--- src/design/hset_pkg.sv ---
// hset_pkg: shared types and codes for the hashed integer set
// holds the operation codes and the request / response transaction structs
// no dependencies
`default_nettype none

package hset_pkg;

	localparam int KEY_W = 32;

	// operation codes; the unused code behaves as a test
	localparam logic [1:0] OP_INSERT = 2'd0;
	localparam logic [1:0] OP_TEST   = 2'd1;
	localparam logic [1:0] OP_DELETE = 2'd2;

	// status codes
	localparam logic ST_DONE = 1'b0;
	localparam logic ST_FULL = 1'b1;

	typedef struct packed {
		logic [1:0]              operation;
		logic signed [KEY_W-1:0] key;
	} request_t;

	typedef struct packed {
		logic was_present;
		logic status;
	} response_t;

endpackage

`default_nettype wire

--- src/design/hset_mod.sv ---
// hset_mod: bucket index unit, |key| mod BUCKETS by reciprocal multiplication
// one shared 32 by 32 multiplier used twice, then a subtract and one correction step
// depends on hset_pkg
`default_nettype none

module hset_mod import hset_pkg::*; #(
	parameter int BUCKETS = 1024
) (
	input  wire logic                    clk,
	input  wire logic                    arst_n,
	input  wire logic                    start,
	input  wire logic [KEY_W-1:0]        key,
	output logic                         done,
	output logic [$clog2(BUCKETS)-1:0]   bucket
);

	localparam int BW = $clog2(BUCKETS);
	localparam int RW = BW + 1;
	localparam int PW = 2 * KEY_W;
	// floor(2^32 / BUCKETS); the quotient estimate is low by at most one
	localparam logic [KEY_W-1:0] RECIP_C = KEY_W'((64'd1 << KEY_W) / 64'(BUCKETS));
	localparam logic [KEY_W-1:0] DIV_C   = KEY_W'(BUCKETS);
	localparam logic [RW-1:0]    DIV_R   = RW'(BUCKETS);

	// iteration phases
	localparam logic [1:0] PH_QUOT = 2'd0;
	localparam logic [1:0] PH_BACK = 2'd1;
	localparam logic [1:0] PH_SUB  = 2'd2;
	localparam logic [1:0] PH_FIX  = 2'd3;

	logic [KEY_W-1:0] mag_q;
	logic [PW-1:0]    prod_q;
	logic [RW-1:0]    rem_q;
	logic [BW-1:0]    bucket_q;
	logic [1:0]       ph_q;
	logic             run_q;
	logic             done_q;
	logic [KEY_W-1:0] mag;
	logic [KEY_W-1:0] mul_a;
	logic [KEY_W-1:0] mul_b;
	logic [PW-1:0]    mul_p;
	logic [RW-1:0]    diff;
	logic [BW-1:0]    rem_fix;

	// magnitude; the most negative key wraps to 2^31 as unsigned
	assign mag = key[KEY_W-1] ? (KEY_W'(0) - key) : key;

	// shared multiplier: reciprocal product first, then quotient times bucket count
	always_comb begin
		mul_a   = (ph_q == PH_QUOT) ? mag_q : prod_q[PW-1:KEY_W];
		mul_b   = (ph_q == PH_QUOT) ? RECIP_C : DIV_C;
		mul_p   = PW'(mul_a) * PW'(mul_b);
		// remainder before correction is below twice the bucket count
		diff    = mag_q[RW-1:0] - prod_q[RW-1:0];
		rem_fix = (rem_q >= DIV_R) ? BW'(rem_q - DIV_R) : rem_q[BW-1:0];
	end

	// control of the iteration
	always_ff @(posedge clk or negedge arst_n) begin
		if (!arst_n) begin
			run_q  <= 1'b0;
			done_q <= 1'b0;
			ph_q   <= PH_QUOT;
		end else begin
			done_q <= 1'b0;
			if (start) begin
				run_q <= 1'b1;
				ph_q  <= PH_QUOT;
			end else if (run_q) begin
				ph_q <= ph_q + 2'd1;
				if (ph_q == PH_FIX) begin
					run_q  <= 1'b0;
					done_q <= 1'b1;
				end
			end
		end
	end

	// datapath registers
	always_ff @(posedge clk) begin
		if (start) begin
			mag_q <= mag;
		end else if (run_q) begin
			case (ph_q)
				PH_QUOT: prod_q   <= mul_p;
				PH_BACK: prod_q   <= mul_p;
				PH_SUB:  rem_q    <= diff;
				PH_FIX:  bucket_q <= rem_fix;
				default: ;
			endcase
		end
	end

	assign done   = done_q;
	assign bucket = bucket_q;

endmodule

`default_nettype wire

--- config.mk ---
export PLATFORM = sky130hd
export DESIGN_NAME = hset_mod
export DESIGN_NICKNAME = d
export VERILOG_FILES = /design/src/design/hset_pkg.sv /design/src/design/hset_mod.sv
export SDC_FILE = /design/constraint.sdc
export NUM_CORES = 1
export LEC_CHECK = 0
export ABC_CLOCK_PERIOD_IN_PS = 5600
export BUFFER_PORTS_ARGS = -buffer_cell sky130_fd_sc_hd__buf_2
export CAP_MARGIN = 10
export CORE_UTILIZATION = 52
export DETAILED_ROUTE_END_ITERATION = 12
export PLACE_DENSITY = 0.83
export SLEW_MARGIN = 20
export SYNTH_ARGS = -nofsm -noshare
export SYNTH_HDL_FRONTEND = slang
export SYNTH_SLANG_ARGS = --single-unit
--- constraint.sdc ---
create_clock -name clk -period 5.6 [get_ports clk]
set_input_delay 0.28 -clock clk [delete_from_list [all_inputs] [get_ports clk]]
set_output_delay 0.28 -clock clk [all_outputs]
set_load 0.02 [all_outputs]
**Yosys cells after proc, flatten, opt, wreduce, memory -nomap -nowiden**

Index checks and enable logic that the tools add are counted.

- Output and inout bits: 11
- Bits in latches: 0
- Flip-flop bits (word level): 121
- Bits in writable memories: 0
- Memories kept: 0
- Bits in read-only memories: 0

- Divide/modulo/power cells: 0
- Add/subtract/negate cells: 4
- Shifts and indexed selects: 0
- Multiply operators: 1
- Multiplexer cells: 12
- Reduce and logical (&&, ||, !) cells: 6
- $lt $le $gt $ge: 1
- Bitwise gates (word level): 1
- Eq/ne operators: 3

Operator list:

| kind | number |
|---|---|
| 32-bit by 23-bit multiplier with 55-bit output | 1 |
| 32-bit 2-to-1 mux | 1 |
| 1-bit by 32-bit subtractor with 32-bit output (first input constant) | 1 |
| 31-bit 2-to-1 mux | 1 |
| 23-bit 2-to-1 mux | 1 |
| 11-bit greater-or-equal comparator (second input constant) | 1 |
| 11-bit subtractor | 1 |
| 10-bit 2-to-1 mux | 1 |
| 10-bit by 1-bit subtractor with 10-bit output (second input constant) | 1 |
| 3-bit AND reduction | 3 |
| 1-bit 2-to-1 mux | 6 |
| 2-bit equality test (second input constant) | 2 |
| 2-bit 2-to-1 mux | 2 |
| 2-bit by 1-bit adder with 2-bit output (second input constant) | 1 |
| 2-bit by 1-bit equality test with 1-bit output (second input constant) | 1 |
| 2-bit zero test | 1 |
| 2-bit nonzero test | 1 |
| 2-bit OR reduction | 1 |
| 1-bit inverter | 1 |

**Longest topological paths before layout**

- Word-level depth: 4
- Depth in mapped cells: 5

**Worst setup path before layout**

OpenSTA, ideal clock, no wires.

- Path kind: register to register
- Start: register ph_q[0]
- End: register bucket_q[0] (netlist: bucket[0]) (enable)
- Path buffers: 0
- Path slack: 3836 ps
- Period minus slack after synthesis: 1764 ps
- Setup time: 392 ps
- Data arrival time: 1372 ps
- Cell stages (with the launch flop): 4
- Path through: dfrtp_1 ha_1 inv_1 nor3b_1

- Cells in the longest elaborated chain, start to end: 2

RTL lines:

| what | RTL line | RTL |
|---|---|---|
| from (decl) | hset_mod.sv:35 | `logic [1:0] ph_q;` |
| from (signal assigned) | hset_mod.sv:70 | `ph_q <= ph_q + 2'd1;` |
| 2-bit equality test | hset_mod.sv:84 | `case (ph_q)` |
| 3-bit AND reduction (no line) | - |  |
| to (signal assigned) | hset_mod.sv:88 | `PH_FIX: bucket_q <= rem_fix;` |
| to (decl) | hset_mod.sv:34 | `logic [BW-1:0] bucket_q;` |

No other way between the ends.
A chain may end at the register's enable or synchronous reset.

**Worst setup path in the final report**

- Start: register ph_q[0]
- End: register rem_q[6] (enable)

- Cells in the longest elaborated chain, start to end: 2

RTL lines:

| what | RTL line | RTL |
|---|---|---|
| 2-bit equality test | hset_mod.sv:84 |  |
| 3-bit AND reduction (no line) | - |  |
| to (signal assigned) | hset_mod.sv:87 | `PH_SUB: rem_q <= diff;` |
| to (decl) | hset_mod.sv:33 | `logic [RW-1:0] rem_q;` |

No other way between the ends.

==> impl_metrics.json <==
{
  "outcome": "complete, no violations",
  "ys_warn_count": 0,
  "grt_antenna_before_repair": 0,
  "ant_nets": 0,
  "rsz0062_at_grt": "no",
  "fmax_mhz": 710.7,
  "synth_cell_type_count": 19,
  "final_cell_area_sq_mm": 0.001505,
  "ios": 46,
  "post_drt_wl_per_cell_um": 12.93,
  "seq_area_frac_synth_pct": 76.56,
  "fin_cells": 132,
  "reg2reg_to": "rem_q[6]$_DFFE_PP_",
  "die_w_um": 52.15,
  "p_clk_share_pct": 26.7,
  "swShare_pct": 21.38,
  "cp-startpoint": "ph_q[0]$_DFFE_PN0P_",
  "grt_usage_pct": 16.57,
  "seq_power_share_pct": 64.0,
  "netlist_area_sq_mm": 0.001308,
  "ys_async_sr_fraction_pct": 11.76,
  "grt_pass1_vias": 710,
  "drt-total-wl_um": 1707,
  "vdd_ir_drop_max_mv": 0.2019,
  "nets": 142,
  "n_antenna_cell": 0,
  "place_area_sq_mm": 0.001440,
  "netlist_top_cells_count": "edfxtp_1, xnor2_1, clkbuf_1",
  "p_int_uw": 378.8,
  "switchingPower_uw": 103.0,
  "numCtsBuffers": 5,
  "cp.depth": 3,
  "finClkSkew_ns": 0.01006,
  "cp.required_ns": 5.57,
  "setup_tns_ns": 0,
  "syn-instance-count": 79,
  "max-cap-violations": 0,
  "crit_arrival_ns": 1.38,
  "worstMarginPinSlew_ns": 0.4477,
  "min_period_ns": 1.407,
  "drt_first_pass_iters": 2,
  "path_cells": "inv_1 -> ha_1 -> and3b_1",
  "num_vias": 661,
  "vias_per_cell": 5.008,
  "critPathTopFamily": "simple AND/OR/NAND/NOR gates",
  "rows": 17,
  "synth_area_leader_cell": "edfxtp_1",
  "nFillCells": 177,
  "finalPower_uw": 481.8,
  "drt_iter0_drc": 3,
  "synth_flop_cell": "edfxtp_1",
  "grt_start_max_net_pins": 17,
  "rrSetupSlack_ns": 4.19,
  "drcViolationCount": 0,
  "clk_pin_slew_worst_paths_ns": 0.08,
  "htree_levels": 2,
  "power_density_mw_per_mm2": 320.1,
  "fin_crit_sh_pct": 25.13,
  "path_buf_inv": 1,
  "final_max_slew_viol_count": 0,
  "critPathLaunchType": "flip-flop",
  "die_h_um": 52.15,
  "finalSetupViolCount": 0,
  "path_max_fanout": 10,
  "clockBufferDepth": 2,
  "timing.reg2reg.worst_path_depth": 3,
  "overflow": 0,
  "syn_area_per_cell_sq_um": 16.55,
  "crit_slowest_cell": "and3b_1",
  "layout-drive-gt1-share_pct": 31.73,
  "syn_to_final_growth_pct": 15.12,
  "yosysTopAreaCellShare_pct": 68.90,
  "setup.worst_path.end": "rem_q[6]$_DFFE_PP_",
  "crit_path_end_kind": "flip-flop",
  "r2r-start": "ph_q[0]$_DFFE_PN0P_",
  "path_class": "flip-flop to flip-flop",
  "clk_latency_ns": 0.32,
  "ys_top_cells_by_area": "edfxtp_1, dfrtp_1, xnor2_1, ha_1, clkbuf_1",
  "dieArea_sq_mm": 0.002719,
  "hp-class": "input pin to flip-flop",
  "synthMostInstantiatedCell": "edfxtp_1",
  "p_leak_nw": 0.5822,
  "numPortBuffers": 24,
  "start_util_pct": 56.92,
  "ys_ff_latch": 34,
  "gp_congestion": 0.6224,
  "synth_edf_count": 30,
  "combPwrFrac_pct": 9.3,
  "cts_tree": "built",
  "dp.cells": 124,
  "cts.sinks": 34,
  "coreArea_sq_mm": 0.002297,
  "max_stage_delay_ns": 0.44,
  "grt_pass1_wl_um": 2994,
  "slew_headroom_pct": 70.15,
  "hold_viol": 0,
  "cts-root-buf": "clkbuf_4",
  "syn_nets": 117,
  "hpwl_um": 1315
}
## layer usage
layer | vias to the layer above | global-route usage, % | wire length [um]
met4 | 0 | 13.16 | 65
met5 | - | 0 | 0
li1 | 327 | - | -
met1 | 298 | 17.76 | 674
met3 | 8 | 4.386 | 112
met2 | 28 | 27.35 | 853
## sequential cells by signal, indices dropped and copies added (netlist names)
name,cells
bucket,10
mag_q,10
rem_q,10
ph_q,2
done,1
run_q,1
## logic make-up (layout without fill, tap and decap cells)
| kind of cell | Yosys count | after routing | share of synthesized area, % |
|---|---|---|---|
| xor+xnor | 9 | 9 | 6.029 |
| simple gates | 11 | 11 | 5.263 |
| fa+ha+maj | 3 | 3 | 2.871 |
| mux | 1 | 1 | 0.7656 |
| flops | 34 | 34 | 76.56 |
| compound gates | 8 | 8 | 4.785 |
| buf+inv | 13 | 38 | 3.732 |
## cells in the final DEF, fill, tap and decap left out, types with 3 or more instances in the layout
cell,netlist,final
edfxtp_1,30,30
buf_2,0,24
xnor2_1,9,9
inv_1,5,5
clkbuf_4,0,5
dfrtp_1,4,4
o21ai_0,3,3
ha_1,3,3
## area by class of cell
| cell class | instances | area, sq um | share of cell area [%] |
|---|---|---|---|
| clock buffer | 7 | 55.05 | 3.658 |
| inverter | 5 | 18.77 | 1.247 |
| multi-input combinational | 32 | 257.7 | 17.12 |
| sequential | 34 | 1001 | 66.50 |
| tap | 28 | 35.03 | 2.328 |
| timing repair buffer | 26 | 137.6 | 9.144 |
## power by group through the flow
stage	logic (mW)	registers (mW)	clock network, mW
floorplan	0.0270	0.316	0
global placement	0.0411	0.312	0
detailed placement	0.0454	0.314	0
CTS	0.0459	0.309	0.134
global route	0.0512	0.311	0.143
finish	0.0450	0.308	0.129
## worst reg2reg max path: stages (launching register included)
cell and delay, ns:
dfrtp_1 0.42, inv_1 0.07, ha_1 0.13, and3b_1 0.44
## metrics by stage
stage	hold slack (ns)	worst slack, ns	utilization, %
2_1_floorplan	-0.01559	3.836	-
3_3_place_gp	0.08477	3.984	62.69
3_5_place_dp	0.09247	3.941	62.69
4_1_cts	0.1565	4.171	65.52
5_1_grt	0.1499	4.102	65.52
6_report	0.1732	4.193	65.52
## worst min path at each step
stage	start	endpoint	slack, ns	cells past startpoint
after floorplan	arst_n	done$_DFF_PN0_	-0.02	0
after global placement	arst_n	ph_q[0]$_DFFE_PN0P_	0.08	1
after detailed placement	arst_n	run_q$_DFF_PN0_	0.09	1
after CTS	key[0]	mag_q[0]$_DFFE_PP_	0.16	1
after global routing	key[0]	mag_q[0]$_DFFE_PP_	0.15	1
final	key[0]	mag_q[0]$_DFFE_PP_	0.17	1
## repair_timing
item                      in CTS  in global routing
resized for setup              0                  0
setup buffers                  0                  0
hold buffers                   1                  0
hold endpoints to repair       4                  0
Power figures use the tool's default switching activity.
